### config.mk
export PLATFORM = sky130hd
export DESIGN_NAME = midi_note_state_tracker_flat
export DESIGN_NICKNAME = d
export VERILOG_FILES = /design/src/rtl/nst_pkg.sv /design/src/rtl/nst_in_if.sv /design/src/rtl/nst_out_if.sv /design/src/rtl/nst_ram.sv /design/src/rtl/nst_core.sv /design/src/rtl/midi_note_state_tracker.sv /design/src/flat_wrapper.sv
export SDC_FILE = /design/constraint.sdc
export NUM_CORES = 2
export LEC_CHECK = 0
export BUFFER_PORTS_ARGS = -buffer_cell sky130_fd_sc_hd__buf_4
export CORE_MARGIN = 3
export CORE_UTILIZATION = 55
export DETAILED_ROUTE_END_ITERATION = 12
export PLACE_DENSITY_LB_ADDON = 0.15
export SLEW_MARGIN = 20
export SYNTH_ARGS = -nofsm -noshare
export SYNTH_HDL_FRONTEND = slang
export SYNTH_SLANG_ARGS = --single-unit
### constraint.sdc
create_clock -name clk -period 12.1 [get_ports clk]
set_input_delay 3.63 -clock clk [delete_from_list [all_inputs] [get_ports clk]]
set_output_delay 3.63 -clock clk [all_outputs]
set_load 0.01 [all_outputs]
### src/rtl/nst_pkg.sv
// ----------------------------------------------------------------------------
// nst_pkg
// types and constants shared by the note state tracker
// ----------------------------------------------------------------------------
package nst_pkg;

  localparam int NOTE_COUNT    = 128;
  localparam int CHANNEL_COUNT = 16;
  localparam int NOTE_W        = $clog2(NOTE_COUNT);
  localparam int CHAN_W        = $clog2(CHANNEL_COUNT);
  localparam int COUNT_W       = 8;

  // ump message types
  localparam logic [3:0] MT_MIDI1_VOICE = 4'h2;
  localparam logic [3:0] MT_MIDI2_VOICE = 4'h4;

  // channel voice status codes
  localparam logic [3:0] STS_NOTE_OFF = 4'h8;
  localparam logic [3:0] STS_NOTE_ON  = 4'h9;
  localparam logic [3:0] STS_CTRL     = 4'hB;

  localparam logic [7:0] CC_ALL_NOTES_OFF = 8'd123;

  // operation field
  localparam logic OPER_PACKET = 1'b0;
  localparam logic OPER_QUERY  = 1'b1;

  // event kinds
  localparam logic [1:0] KIND_NONE     = 2'd0;
  localparam logic [1:0] KIND_NOTE_ON  = 2'd1;
  localparam logic [1:0] KIND_NOTE_OFF = 2'd2;
  localparam logic [1:0] KIND_ALL_OFF  = 2'd3;

  typedef struct packed {
    logic [1:0]               kind;
    logic [CHAN_W-1:0]        channel;
    logic [NOTE_W-1:0]        note;
    logic [15:0]              velocity;
    logic                     wide;
    logic [COUNT_W-1:0]       cleared;
    logic                     hit;
    logic [CHANNEL_COUNT-1:0] mask;
  } result_t;

  typedef struct packed {
    logic                     we;
    logic [NOTE_W-1:0]        waddr;
    logic [CHANNEL_COUNT-1:0] wdata;
    logic                     re;
    logic [NOTE_W-1:0]        raddr;
  } ram_req_t;

endpackage

### src/rtl/nst_in_if.sv
// ----------------------------------------------------------------------------
// nst_in_if
// input channel: one query or one packet per transaction
// ----------------------------------------------------------------------------
interface nst_in_if;
  logic        valid;
  logic        ready;
  logic        operation;
  logic [31:0] packet_word0;
  logic [31:0] packet_word1;
  logic [6:0]  query_note;
  logic [15:0] query_channel_mask;

  modport source (
    output valid, operation, packet_word0, packet_word1, query_note, query_channel_mask,
    input  ready
  );
  modport sink (
    input  valid, operation, packet_word0, packet_word1, query_note, query_channel_mask,
    output ready
  );
endinterface

### src/rtl/nst_out_if.sv
// ----------------------------------------------------------------------------
// nst_out_if
// result channel: one result per transaction
// ----------------------------------------------------------------------------
interface nst_out_if;
  logic        valid;
  logic        ready;
  logic [1:0]  event_kind;
  logic [3:0]  event_channel;
  logic [6:0]  event_note;
  logic [15:0] event_velocity;
  logic        velocity_wide;
  logic [7:0]  notes_cleared;
  logic        query_hit;
  logic [15:0] note_mask;

  modport source (
    output valid, event_kind, event_channel, event_note, event_velocity, velocity_wide,
           notes_cleared, query_hit, note_mask,
    input  ready
  );
  modport sink (
    input  valid, event_kind, event_channel, event_note, event_velocity, velocity_wide,
           notes_cleared, query_hit, note_mask,
    output ready
  );
endinterface

### src/rtl/nst_ram.sv
// ----------------------------------------------------------------------------
// nst_ram
// generic single write port, single read port ram with registered read
// ----------------------------------------------------------------------------
module nst_ram #(
  parameter int WIDTH = 16,
  parameter int DEPTH = 128,
  localparam int AW   = $clog2(DEPTH)
) (
  input  logic             clk,
  input  logic             we,
  input  logic [AW-1:0]    waddr,
  input  logic [WIDTH-1:0] wdata,
  input  logic             re,
  input  logic [AW-1:0]    raddr,
  output logic [WIDTH-1:0] rdata
);

  logic [WIDTH-1:0] mem [DEPTH];
  logic [WIDTH-1:0] rdata_r;

  always_ff @(posedge clk) begin
    if (we) begin
      mem[waddr] <= wdata;
    end
    if (re) begin
      rdata_r <= mem[raddr];
    end
  end

  assign rdata = rdata_r;

endmodule

### src/rtl/nst_core.sv
// ----------------------------------------------------------------------------
// nst_core
// decode, read-modify-write sequencer, all-notes-off sweep and result register
// ----------------------------------------------------------------------------
module nst_core
  import nst_pkg::*;
(
  input  logic                     clk,
  input  logic                     rst_n,
  nst_in_if.sink                   in_ch,
  nst_out_if.source                out_ch,
  input  logic [3:0]               group_sel,
  output ram_req_t                 ram_req,
  input  logic [CHANNEL_COUNT-1:0] ram_rdata
);

  localparam logic [2:0] ST_IDLE  = 3'd0;
  localparam logic [2:0] ST_EXEC  = 3'd1;
  localparam logic [2:0] ST_SWEEP = 3'd2;
  localparam logic [2:0] ST_DONE  = 3'd3;

  localparam logic [2:0] OP_NONE     = 3'd0;
  localparam logic [2:0] OP_QUERY    = 3'd1;
  localparam logic [2:0] OP_NOTE_ON  = 3'd2;
  localparam logic [2:0] OP_NOTE_OFF = 3'd3;
  localparam logic [2:0] OP_ALL_OFF  = 3'd4;

  localparam int SWEEP_W = NOTE_W + 1;

  logic [2:0]               state_r, state_nxt;
  logic [2:0]               op_r, op_nxt;
  logic [NOTE_W-1:0]        addr_r, addr_nxt;
  logic [CHAN_W-1:0]        chan_r, chan_nxt;
  logic [15:0]              vel_r, vel_nxt;
  logic                     wide_r, wide_nxt;
  logic [CHANNEL_COUNT-1:0] qmask_r, qmask_nxt;
  logic [SWEEP_W-1:0]       cnt_r, cnt_nxt;
  logic                     pend_r, pend_nxt;
  logic [NOTE_W-1:0]        pend_addr_r, pend_addr_nxt;
  logic [COUNT_W-1:0]       cleared_r, cleared_nxt;
  logic [NOTE_COUNT-1:0]    valid_r, valid_nxt;
  result_t                  res_r, res_nxt;
  result_t                  out_r, out_nxt;
  logic                     out_valid_r, out_valid_nxt;

  logic [3:0]               w0_type, w0_group, w0_status, w0_chan;
  logic [7:0]               w0_byte2;
  logic                     tracked;
  logic [15:0]              in_vel;
  logic                     accept;
  logic [2:0]               dec_op;
  logic [CHANNEL_COUNT-1:0] chan_bit;
  logic [CHANNEL_COUNT-1:0] cur_mask;
  logic [CHANNEL_COUNT-1:0] sweep_mask;

  assign w0_type   = in_ch.packet_word0[31:28];
  assign w0_group  = in_ch.packet_word0[27:24];
  assign w0_status = in_ch.packet_word0[23:20];
  assign w0_chan   = in_ch.packet_word0[19:16];
  assign w0_byte2  = in_ch.packet_word0[15:8];
  assign tracked   = (w0_type == MT_MIDI1_VOICE || w0_type == MT_MIDI2_VOICE) &&
                     (w0_group == group_sel);
  assign in_vel    = (w0_type == MT_MIDI1_VOICE) ? {8'd0, in_ch.packet_word0[7:0]}
                                                 : in_ch.packet_word1[31:16];

  assign in_ch.ready = (state_r == ST_IDLE);
  assign accept      = in_ch.valid && in_ch.ready;

  always_comb begin
    dec_op = OP_NONE;
    if (in_ch.operation == OPER_QUERY) begin
      dec_op = OP_QUERY;
    end else if (tracked && (w0_status == STS_NOTE_ON || w0_status == STS_NOTE_OFF) &&
                 !w0_byte2[7]) begin
      dec_op = (w0_status == STS_NOTE_ON && in_vel != 16'd0) ? OP_NOTE_ON : OP_NOTE_OFF;
    end else if (tracked && w0_status == STS_CTRL && w0_byte2 == CC_ALL_NOTES_OFF) begin
      dec_op = OP_ALL_OFF;
    end
  end

  assign chan_bit   = CHANNEL_COUNT'(1) << chan_r;
  // entries never written read as zero
  assign cur_mask   = valid_r[addr_r] ? ram_rdata : '0;
  assign sweep_mask = valid_r[pend_addr_r] ? ram_rdata : '0;

  always_comb begin
    state_nxt     = state_r;
    op_nxt        = op_r;
    addr_nxt      = addr_r;
    chan_nxt      = chan_r;
    vel_nxt       = vel_r;
    wide_nxt      = wide_r;
    qmask_nxt     = qmask_r;
    cnt_nxt       = cnt_r;
    pend_nxt      = pend_r;
    pend_addr_nxt = pend_addr_r;
    cleared_nxt   = cleared_r;
    valid_nxt     = valid_r;
    res_nxt       = res_r;
    out_nxt       = out_r;
    out_valid_nxt = out_valid_r;
    ram_req       = '0;

    if (out_valid_r && out_ch.ready) begin
      out_valid_nxt = 1'b0;
    end

    case (state_r)
      ST_IDLE: begin
        if (accept) begin
          op_nxt    = dec_op;
          chan_nxt  = w0_chan;
          vel_nxt   = in_vel;
          wide_nxt  = (w0_type == MT_MIDI2_VOICE);
          qmask_nxt = in_ch.query_channel_mask;
          addr_nxt  = (dec_op == OP_QUERY) ? in_ch.query_note : w0_byte2[NOTE_W-1:0];
          case (dec_op)
            OP_QUERY, OP_NOTE_ON, OP_NOTE_OFF: begin
              ram_req.re    = 1'b1;
              ram_req.raddr = (dec_op == OP_QUERY) ? in_ch.query_note
                                                   : w0_byte2[NOTE_W-1:0];
              state_nxt     = ST_EXEC;
            end
            OP_ALL_OFF: begin
              cnt_nxt     = '0;
              pend_nxt    = 1'b0;
              cleared_nxt = '0;
              state_nxt   = ST_SWEEP;
            end
            default: begin
              res_nxt   = '0;
              state_nxt = ST_DONE;
            end
          endcase
        end
      end
      ST_EXEC: begin
        res_nxt   = '0;
        state_nxt = ST_DONE;
        case (op_r)
          OP_QUERY: begin
            res_nxt.hit  = |(cur_mask & qmask_r);
            res_nxt.mask = cur_mask;
          end
          OP_NOTE_ON: begin
            ram_req.we       = 1'b1;
            ram_req.waddr    = addr_r;
            ram_req.wdata    = cur_mask | chan_bit;
            valid_nxt[addr_r] = 1'b1;
            res_nxt.kind     = KIND_NOTE_ON;
            res_nxt.channel  = chan_r;
            res_nxt.note     = addr_r;
            res_nxt.velocity = vel_r;
            res_nxt.wide     = wide_r;
            res_nxt.mask     = cur_mask | chan_bit;
          end
          OP_NOTE_OFF: begin
            if ((cur_mask & chan_bit) != '0) begin
              ram_req.we       = 1'b1;
              ram_req.waddr    = addr_r;
              ram_req.wdata    = cur_mask & ~chan_bit;
              valid_nxt[addr_r] = 1'b1;
              res_nxt.kind     = KIND_NOTE_OFF;
              res_nxt.channel  = chan_r;
              res_nxt.note     = addr_r;
              res_nxt.velocity = vel_r;
              res_nxt.wide     = wide_r;
              res_nxt.mask     = cur_mask & ~chan_bit;
            end
          end
          default: begin
          end
        endcase
      end
      ST_SWEEP: begin
        // read entry cnt while writing back the entry read in the previous cycle
        if (!cnt_r[SWEEP_W-1]) begin
          ram_req.re    = 1'b1;
          ram_req.raddr = cnt_r[NOTE_W-1:0];
          cnt_nxt       = cnt_r + SWEEP_W'(1);
        end
        pend_nxt      = !cnt_r[SWEEP_W-1];
        pend_addr_nxt = cnt_r[NOTE_W-1:0];
        if (pend_r) begin
          ram_req.we             = 1'b1;
          ram_req.waddr          = pend_addr_r;
          ram_req.wdata          = sweep_mask & ~chan_bit;
          valid_nxt[pend_addr_r] = 1'b1;
          if ((sweep_mask & chan_bit) != '0) begin
            cleared_nxt = cleared_r + COUNT_W'(1);
          end
        end
        if (cnt_r[SWEEP_W-1] && !pend_r) begin
          res_nxt         = '0;
          res_nxt.kind    = KIND_ALL_OFF;
          res_nxt.channel = chan_r;
          res_nxt.cleared = cleared_r;
          state_nxt       = ST_DONE;
        end
      end
      ST_DONE: begin
        if (!out_valid_r || out_ch.ready) begin
          out_nxt       = res_r;
          out_valid_nxt = 1'b1;
          state_nxt     = ST_IDLE;
        end
      end
      default: begin
        state_nxt = ST_IDLE;
      end
    endcase
  end

  always_ff @(posedge clk) begin
    if (!rst_n) begin
      state_r     <= ST_IDLE;
      out_valid_r <= 1'b0;
      valid_r     <= '0;
      pend_r      <= 1'b0;
    end else begin
      state_r     <= state_nxt;
      out_valid_r <= out_valid_nxt;
      valid_r     <= valid_nxt;
      pend_r      <= pend_nxt;
    end
  end

  always_ff @(posedge clk) begin
    op_r        <= op_nxt;
    addr_r      <= addr_nxt;
    chan_r      <= chan_nxt;
    vel_r       <= vel_nxt;
    wide_r      <= wide_nxt;
    qmask_r     <= qmask_nxt;
    cnt_r       <= cnt_nxt;
    pend_addr_r <= pend_addr_nxt;
    cleared_r   <= cleared_nxt;
    res_r       <= res_nxt;
    out_r       <= out_nxt;
  end

  assign out_ch.valid          = out_valid_r;
  assign out_ch.event_kind     = out_r.kind;
  assign out_ch.event_channel  = out_r.channel;
  assign out_ch.event_note     = out_r.note;
  assign out_ch.event_velocity = out_r.velocity;
  assign out_ch.velocity_wide  = out_r.wide;
  assign out_ch.notes_cleared  = out_r.cleared;
  assign out_ch.query_hit      = out_r.hit;
  assign out_ch.note_mask      = out_r.mask;

endmodule

### src/rtl/midi_note_state_tracker.sv
// ----------------------------------------------------------------------------
// midi_note_state_tracker
// per-note channel masks kept in a 128 x 16 ram, updated by ump note
// packets and all-notes-off, and answered by note queries
// ----------------------------------------------------------------------------
//  channel  | dir | handshake     | payload
//  in_ch    | in  | valid / ready | operation, packet words, query note and mask
//  out_ch   | out | valid / ready | event fields, cleared count, hit, note mask
//  cfg_*    | in  | cfg_we        | group_select in cfg_wdata
//
// query, note-on and note-off: accept, read-modify-write, result
// ignored packet: accept, result; all-notes-off: a sweep of one ram entry
// per cycle through the single read port
// reset clears a valid flag per note at once, no clearing pass
// a finished result waits in the output register; the next transaction is
// taken once the result has moved there
// ----------------------------------------------------------------------------
module midi_note_state_tracker
  import nst_pkg::*;
(
  input  logic       clk,
  input  logic       rst_n,
  nst_in_if.sink     in_ch,
  nst_out_if.source  out_ch,
  input  logic       cfg_we,
  input  logic [3:0] cfg_wdata
);

  logic [3:0]               group_r;
  ram_req_t                 ram_req;
  logic [CHANNEL_COUNT-1:0] ram_rdata;

  always_ff @(posedge clk) begin
    if (!rst_n) begin
      group_r <= '0;
    end else if (cfg_we) begin
      group_r <= cfg_wdata;
    end
  end

  nst_core u_core (
    .clk       (clk),
    .rst_n     (rst_n),
    .in_ch     (in_ch),
    .out_ch    (out_ch),
    .group_sel (group_r),
    .ram_req   (ram_req),
    .ram_rdata (ram_rdata)
  );

  nst_ram #(
    .WIDTH (CHANNEL_COUNT),
    .DEPTH (NOTE_COUNT)
  ) u_ram (
    .clk   (clk),
    .we    (ram_req.we),
    .waddr (ram_req.waddr),
    .wdata (ram_req.wdata),
    .re    (ram_req.re),
    .raddr (ram_req.raddr),
    .rdata (ram_rdata)
  );

endmodule

### src/flat_wrapper.sv
// flat-port wrapper written by rule: the top's interface ports become plain ports
module midi_note_state_tracker_flat import nst_pkg::*;
  (clk, rst_n, cfg_we, cfg_wdata, in_ch_valid, in_ch_operation, in_ch_packet_word0, in_ch_packet_word1, in_ch_query_note, in_ch_query_channel_mask, in_ch_ready, out_ch_valid, out_ch_event_kind, out_ch_event_channel, out_ch_event_note, out_ch_event_velocity, out_ch_velocity_wide, out_ch_notes_cleared, out_ch_query_hit, out_ch_note_mask, out_ch_ready);
  nst_in_if in_ch_i ();
  nst_out_if out_ch_i ();
  input  logic clk;
  input  logic rst_n;
  input  logic cfg_we;
  input  logic [3:0] cfg_wdata;
  input wire logic [$bits(in_ch_i.valid)-1:0] in_ch_valid;
  input wire logic [$bits(in_ch_i.operation)-1:0] in_ch_operation;
  input wire logic [$bits(in_ch_i.packet_word0)-1:0] in_ch_packet_word0;
  input wire logic [$bits(in_ch_i.packet_word1)-1:0] in_ch_packet_word1;
  input wire logic [$bits(in_ch_i.query_note)-1:0] in_ch_query_note;
  input wire logic [$bits(in_ch_i.query_channel_mask)-1:0] in_ch_query_channel_mask;
  output wire logic [$bits(in_ch_i.ready)-1:0] in_ch_ready;
  output wire logic [$bits(out_ch_i.valid)-1:0] out_ch_valid;
  output wire logic [$bits(out_ch_i.event_kind)-1:0] out_ch_event_kind;
  output wire logic [$bits(out_ch_i.event_channel)-1:0] out_ch_event_channel;
  output wire logic [$bits(out_ch_i.event_note)-1:0] out_ch_event_note;
  output wire logic [$bits(out_ch_i.event_velocity)-1:0] out_ch_event_velocity;
  output wire logic [$bits(out_ch_i.velocity_wide)-1:0] out_ch_velocity_wide;
  output wire logic [$bits(out_ch_i.notes_cleared)-1:0] out_ch_notes_cleared;
  output wire logic [$bits(out_ch_i.query_hit)-1:0] out_ch_query_hit;
  output wire logic [$bits(out_ch_i.note_mask)-1:0] out_ch_note_mask;
  input wire logic [$bits(out_ch_i.ready)-1:0] out_ch_ready;
  assign in_ch_i.valid = in_ch_valid;
  assign in_ch_i.operation = in_ch_operation;
  assign in_ch_i.packet_word0 = in_ch_packet_word0;
  assign in_ch_i.packet_word1 = in_ch_packet_word1;
  assign in_ch_i.query_note = in_ch_query_note;
  assign in_ch_i.query_channel_mask = in_ch_query_channel_mask;
  assign in_ch_ready = in_ch_i.ready;
  assign out_ch_valid = out_ch_i.valid;
  assign out_ch_event_kind = out_ch_i.event_kind;
  assign out_ch_event_channel = out_ch_i.event_channel;
  assign out_ch_event_note = out_ch_i.event_note;
  assign out_ch_event_velocity = out_ch_i.event_velocity;
  assign out_ch_velocity_wide = out_ch_i.velocity_wide;
  assign out_ch_notes_cleared = out_ch_i.notes_cleared;
  assign out_ch_query_hit = out_ch_i.query_hit;
  assign out_ch_note_mask = out_ch_i.note_mask;
  assign out_ch_i.ready = out_ch_ready;
  midi_note_state_tracker u_core (.clk(clk), .rst_n(rst_n), .in_ch(in_ch_i), .out_ch(out_ch_i), .cfg_we(cfg_we), .cfg_wdata(cfg_wdata));
endmodule
* Word-level counts from Yosys, hierarchy flattened
Memories as Yosys holds them, arrays and structs flattened. A register that Yosys moved wholly into a read port is not among the register bits.
Cells that the tools add are included.
** Storage, ports and cells
- Bits in registers :: 317
- Latch bits :: 0
- Memory bits (writable) :: 2048
- Memory bits (read-only) :: 0
- Input port bits :: 97
- Output and inout bits :: 57
- Word-level logic and storage cells :: 168
- Memories kept :: 1
** Memory list
- u_core.u_ram.mem :: depth 128, width 16, rd ports 1, clocked after Yosys merged registers in 1, write ports 1, line nst_ram.sv:19 : logic [WIDTH-1:0] mem [DEPTH];
** Operators by class
- Add/subtract/negate cells :: 2
- $mul :: 0
- Div/mod/pow operators :: 0
- $lt $le $gt $ge :: 4
- Equality and inequality tests :: 27
- Shift-type cells :: 1
- Muxes and demuxes :: 57
- Bitwise gates (word level) :: 9
- Reductions and logical operators :: 36
** Operators by type and width (count)
- 128-bit one-hot mux with 2 select lines :: 2
- 128-bit two-way mux :: 2
- 128-bit bitwise OR :: 2
- 55-bit two-way mux :: 3
- 55-bit one-hot mux with 3 select lines :: 1
- 24-bit one-hot mux with 2 select lines :: 2
- 16-bit bitwise AND :: 5
- 16-bit two-way mux :: 4
- 8-bit two-way mux :: 8
- 30-bit one-hot mux with 2 select lines :: 1
- 24-bit two-way mux :: 2
- 16-bit one-hot mux with 3 select lines :: 1
- 8-bit one-hot mux with 2 select lines :: 3
- 16-bit nonzero test :: 3
- 30-bit two-way mux :: 1
- 3-bit by 2-bit equality test with 1-bit output (second input constant) :: 6
- 3-bit two-way mux :: 6
- 8-bit by 1-bit adder with 8-bit output (second input constant) :: 2
- 7-bit by 8-bit < comparator with 1-bit output (second input constant) :: 2
- 16-bit NOT :: 1
- 16-bit bitwise OR :: 1
- 16-bit OR reduction :: 1
- 1-bit by 4-bit left shift with 16-bit output (first input constant) :: 1
- 1-bit binary-select mux with 7-bit select :: 2
- other kinds (30) :: 74

* Depth between registers and ports, before layout
- Word-level depth :: 13
- Depth in mapped cells :: 18

* Hierarchy
From an unflattened synthesis, not the netlist that was laid out.
** Second synthesis, totals
- Cell total of the unflattened synthesis :: 4511
- Area, all modules :: 94072.7 um^2
** Modules (own cells, without submodules)
- nst_ram :: times used 1, cells an instance 3086, area each 78683.0 um^2
- nst_core :: times used 1, cells an instance 1412, area each 15233.4 um^2
- midi_note_state_tracker :: times used 1, cells an instance 13, area each 156.4 um^2

* Least setup slack after synthesis
No wires, ideal clock.
- Kind :: in2reg
- From :: input port in_ch_packet_word0[29]
- To :: register u_core.u_core.res_r[0] (netlist name), enable pin
- Setup time :: 550 ps
- Arrival :: 9335 ps
- Data required time :: 11550 ps
- Setup slack :: 2215 ps
- Stages on the path :: 9
- Cells stage by stage :: xor2_1 > nand3_1 > clkbuf_1 > clkbuf_1 > clkbuf_1 > nor3_1 > nor2_1 > nand2_1 > a211oi_1
** Between the ends
- Cells in the longest elaborated chain, start to end :: 12
** Ends and longest elaborated chain
- start: declaration :: line flat_wrapper.sv:12 : input wire logic [$bits(in_ch_i.packet_word0)-1:0] in_ch_packet_word0;
- parallel branches: the longest is 6 deep, another holds 16-bit two-way mux
- 3-bit two-way mux * :: line nst_core.sv:73 : end else if (tracked && (w0_status == STS_NOTE_ON || w0_status == STS_NOTE_OFF) &&
- 3-bit two-way mux * :: line nst_core.sv:71 : if (in_ch.operation == OPER_QUERY) begin
- 3-bit by 1-bit equality test with 1-bit output, or another cell as far along :: line nst_core.sv:117 : case (dec_op)
- 4-bit OR reduction (no line) *
- 2-bit != test (no line) *
- 4-bit AND reduction (no line) *
- end signal: assignment :: line nst_core.sv:238 : res_r <= res_nxt;
- end: declaration :: line nst_core.sv:42 : result_t res_r, res_nxt;
Every way passes the cells marked *.
A chain may end at the register's enable or synchronous reset.

* Worst setup path in the final report
- From :: input port in_ch_operation
- To :: register u_core.u_ram.rdata_r[7] (netlist: u_core.u_ram.rdata[7]) (read register of u_core.u_ram.mem), data pin
** Between the ends
- Cells in the longest elaborated chain, start to end :: 6
** Ends and longest elaborated chain
- start: declaration :: line flat_wrapper.sv:11 : input wire logic [$bits(in_ch_i.operation)-1:0] in_ch_operation;
- 3-bit two-way mux * :: line nst_core.sv:71
- 3-bit by 1-bit equality test with 1-bit output or 3-bit by 2-bit equality test with 1-bit output (tied branches) :: line nst_core.sv:117, nst_core.sv:120
- 3-bit OR reduction or 7-bit two-way mux (tied branches)
- 8-bit two-way mux * :: line nst_core.sv:117
- 8-bit two-way mux * :: line nst_core.sv:110 : if (accept) begin
- 8-bit one-hot mux with 2 select lines * :: line nst_core.sv:108 : case (state_r)
- end: declaration :: line nst_ram.sv:20 : logic [WIDTH-1:0] rdata_r;
Every way passes the cells marked *; elsewhere a longest branch is shown, timed or not.

==> impl_metrics.py <==
metrics = {
    "status": {
        "outcome": "complete, no violations",
    },
    "placed_design": {
        "dp_hpwl_um": 168000,
        "gp_congestion": 0.900,
        "place_area_um2": 102000,
        "pre_cts_ws_ns": 2.55,
        "io_buffers": 137,
    },
    "cts": {
        "clk_latency_ns": 0.89,
        "cts.hold.buffers_added": 0,
        "cts_buffers": 230,
        "cts_setup_buffers": 0,
        "htree_levels": 4,
        "cts_buffer_depth": 3,
        "path_clk_slew_ns": 0.06,
        "cts.sinks": 2380,
        "cts_tree": "done",
        "post_cts_resize_count": 0,
        "cts_root_buffer": "clkbuf_16",
    },
    "global_routing": {
        "grt_max_degree": 180,
        "grt_most_used_layer": "met2",
        "globalRoute.totalOverflow": 0,
        "grtUsageMet3": 0.0814,
        "antenna_found_initial": 7,
        "use_met1": 0.435,
        "grt_pass1_vias": 60300,
        "track_usage": 0.315,
        "groute.layer.met2.usage": 0.474,
        "grt_first_pass_wirelength_um": 418000,
    },
    "setup_path": {
        "r2r-end": "u_core.u_ram.rdata[12]",
        "r2r_slack_ns": 5.43,
        "path_class": "in -> reg",
        "endpoint": "u_core.u_ram.rdata[7]",
        "path_max_fanout": 44,
        "critPathLaunchType": "input port",
        "setup.worst_path.end_class": "register",
        "r2r_cells": 16,
        "cpMostUsedCell": "buf_4",
        "reg2reg_from": "u_core.u_core.state_r[0]",
        "critPathSlowestCell": "or4b_2",
        "worstPathArrival_ns": 9.37,
        "cp-startpoint": "in_ch_operation",
        "required_ns": 12.67,
        "slowest_delay_ns": 0.92,
        "path_cells": "buf_4, mux2i_1, inv_1, nand4_1, nand2_4, buf_4, buf_4, mux2i_1, a22oi_1, a22oi_1, nand4_1, or4b_2",
    },
    "yosys": {
        "synthAdderAreaFrac": 0.000899,
        "syn_area_um2": 97400,
        "muxShareOfSynthArea": 0.0496,
        "yosys_warnings": 0,
        "synth_ff_type": "edfxtp_1",
        "synth-xor-area-share": 0.00144,
        "yosys.area.top_type": "edfxtp_1",
        "synth.distinct_cells": 74,
        "synth_edf_count": 2244,
        "synth_top_area_share": 0.692,
        "avgSynthCellArea_um2": 14.2,
        "synthSimpleGateAreaFrac": 0.0942,
        "ys_ff_latch": 2380,
        "async_flop_share": 0,
        "synthCells": 6849,
        "syn-num-nets": 6953,
        "synth_top_family_by_area": "compound AO/OA/AOI/OAI gates",
        "synth-compound-area-share": 0.113,
        "synthTopCellsByArea": "edfxtp_1 (69%), nand2_1 (3.6%), mux2i_1 (3.0%)",
        "synth-seq-area-share": 0.720,
    },
    "route": {
        "vias": 63700,
        "drt-pass1-iter-count": 6,
        "wl_per_cell_um": 30.6,
        "first_iter_violations": 9117,
        "via_per_inst": 6.72,
        "totalWireLength_um": 291000,
        "drc": 0,
        "ant_nets": 0,
    },
    "sta": {
        "tns_ns": 0,
        "timing.final.ws_setup_ns": 3.30,
        "maxSlewHeadroom": 0.201,
        "final_hold_viol_count": 0,
        "max_freq_mhz": 114,
        "finalClockSkew_ns": 0.0487,
        "slew_viol_final": 0,
        "layout_min_cycle_time_ns": 8.80,
        "tightest_slew_ns": 1.19,
        "timing.final.crit_share": 0.727,
        "grt_setup_unrepaired": "false",
        "setup_violations": 0,
    },
    "power_and_ir_drop": {
        "p_int_mw": 13.9,
        "p_clk_frac": 0.355,
        "swShare": 0.289,
        "seqPwrFrac": 0.472,
        "irDropWorstVdd_mv": 0.139,
        "combPwrFrac": 0.173,
        "power.density_nw_per_um2": 179,
        "power_switching_mw": 5.66,
        "p_leak_nw": 33.2,
    },
    "floorplanning": {
        "design.die.area_um2": 182000,
        "die_w_um": 427,
        "boundaryPins": 154,
        "num_rows": 153,
        "start_util": 0.557,
        "coreArea_um2": 175000,
        "die-height_um": 427,
    },
    "run": {
        "drv_cap": 0,
    },
    "min_path": {
        "hold_path.class": "reg -> reg",
    },
    "layout": {
        "syn_to_final_growth_pct": 12.4,
        "fin_nets": 7085,
        "drive_above_1_share": 0.131,
        "postLayoutCellArea_um2": 109000,
        "post-route-util": 0.626,
    },
}
[worst min-delay path by stage]
stage | start | endpoint | slack, ns | cells past startpoint
6_report | u_core.u_core.res_r[18] | u_core.u_core.out_ch.notes_cleared[1] | 0.41 | 0
5_1_grt | u_core.u_core.res_r[18] | u_core.u_core.out_ch.notes_cleared[1] | 0.42 | 0
4_1_cts | u_core.u_core.res_r[16] | u_core.u_core.out_ch.query_hit | 0.41 | 0
3_5_place_dp | u_core.u_core.res_r[52] | u_core.u_core.out_ch.event_channel[3] | 0.40 | 0
3_3_place_gp | u_core.u_core.res_r[22] | u_core.u_core.out_ch.notes_cleared[5] | 0.40 | 0
2_1_floorplan | u_core.u_core.res_r[49] | u_core.u_core.out_ch.event_channel[0] | 0.40 | 0
[cells in the mapped netlist (all sizes together) (15+ instances only)]
master   count
a211oi     196
a21boi      16
a21oi      303
a221oi      29
a22o       162
a22oi      201
a311oi      23
a31oi       81
a32oi      103
and2        67
and3       208
buf        133
clkbuf     373
dfxtp      136
edfxtp    2244
inv         32
mux2        57
mux2i      290
mux4        57
nand2      939
nand3      227
nand4       93
nor2       209
nor2b       50
nor3        58
nor4        52
o2111ai     18
o211ai      19
o21ai       86
o22ai      144
o311a       15
[cells by family (layout without fill, tap and decap cells)]
logic type                 Yosys count  count (layout)
buffers and inverters              538             853
AOI/OAI and AO/OA                 1537            1537
other                                0               3
xor gates and xnor gates            16              16
muxes                              404             404
and+or+nand+nor                   1967            1967
adders and majority gates            7               7
DFF                               2380            2380
[final cells by class]
| type | count | area, µm² |
|---|---|---|
| fill | 12800 | 65500 |
| multi-input combinational | 3931 | 25700 |
| clock buffer | 296 | 6110 |
| antenna | 3 | 7.51 |
| sequential | 2380 | 70100 |
| timing repair buffer | 406 | 3310 |
| clock inverter | 119 | 1150 |
| inverter | 32 | 120 |
| tap | 2325 | 2910 |
[power by group through the flow]
stage	sequential, mW	clock (mW)	combinational, mW
6_report	9.24	6.97	3.39
2_1_floorplan	9.39	0	1.96
4_1_cts	9.24	7.02	3.31
5_1_grt	9.26	7.36	3.55
3_5_place_dp	9.42	0	3.30
3_3_place_gp	9.41	0	3.25
[flip-flops by register name (all words and copies together), names as in the netlist, 16 cells and up]
signal	flops
u_core.u_core.vel_r	16
u_core.u_ram.mem	2048
u_core.u_core.qmask_r	16
u_core.u_core.out_ch.event_velocity	16
u_core.u_core.out_ch.note_mask	16
u_core.u_core.valid_r	128
u_core.u_ram.rdata	16
u_core.u_core.res_r	55
[per-layer routing]
layer / vias up / wire length, µm
met1: 31800 / 111000
met4: 6 / 13900
li1: 27200 / -
met5: - / 37
met2: 4006 / 131000
met3: 707 / 34600
[cell usage in the layout, fill, tap and decap left out, drive strengths merged, types with 15 or more instances in the layout]
cell type / n
nand2: 939
a221oi: 29
and2: 67
nor3: 58
o311a: 15
mux2i: 290
nand3: 227
o211ai: 19
a22o: 162
nor4: 52
mux2: 57
o2111ai: 18
clkinv: 88
a22oi: 201
dfxtp: 136
and3: 208
a31oi: 81
inv: 40
a21oi: 303
mux4: 57
nor2b: 50
a211oi: 196
a311oi: 23
a21boi: 16
edfxtp: 2244
a32oi: 103
nor2: 209
nand4: 93
buf: 406
clkbuf: 296
o22ai: 144
o21ai: 86
[worst max-delay path: cells and delay by family]
family	cells	cell delay, ns
buf+inv	4	1.71
mux	2	0.61
compound gates	2	0.42
simple gates	4	2.87
[metrics by stage]
| stage | power (mW) | cells | hold slack [ns] |
|---|---|---|---|
| 2_1_floorplan | 11.3 | 6849 | 0.400 |
| 3_3_place_gp | 12.7 | 9069 | 0.402 |
| 3_5_place_dp | 12.7 | 9069 | 0.405 |
| 4_1_cts | 19.6 | 9484 | 0.413 |
| 5_1_grt | 20.2 | 9491 | 0.419 |
| 6_report | 19.6 | 9492 | 0.413 |
Power figures use the tool's default switching activity.
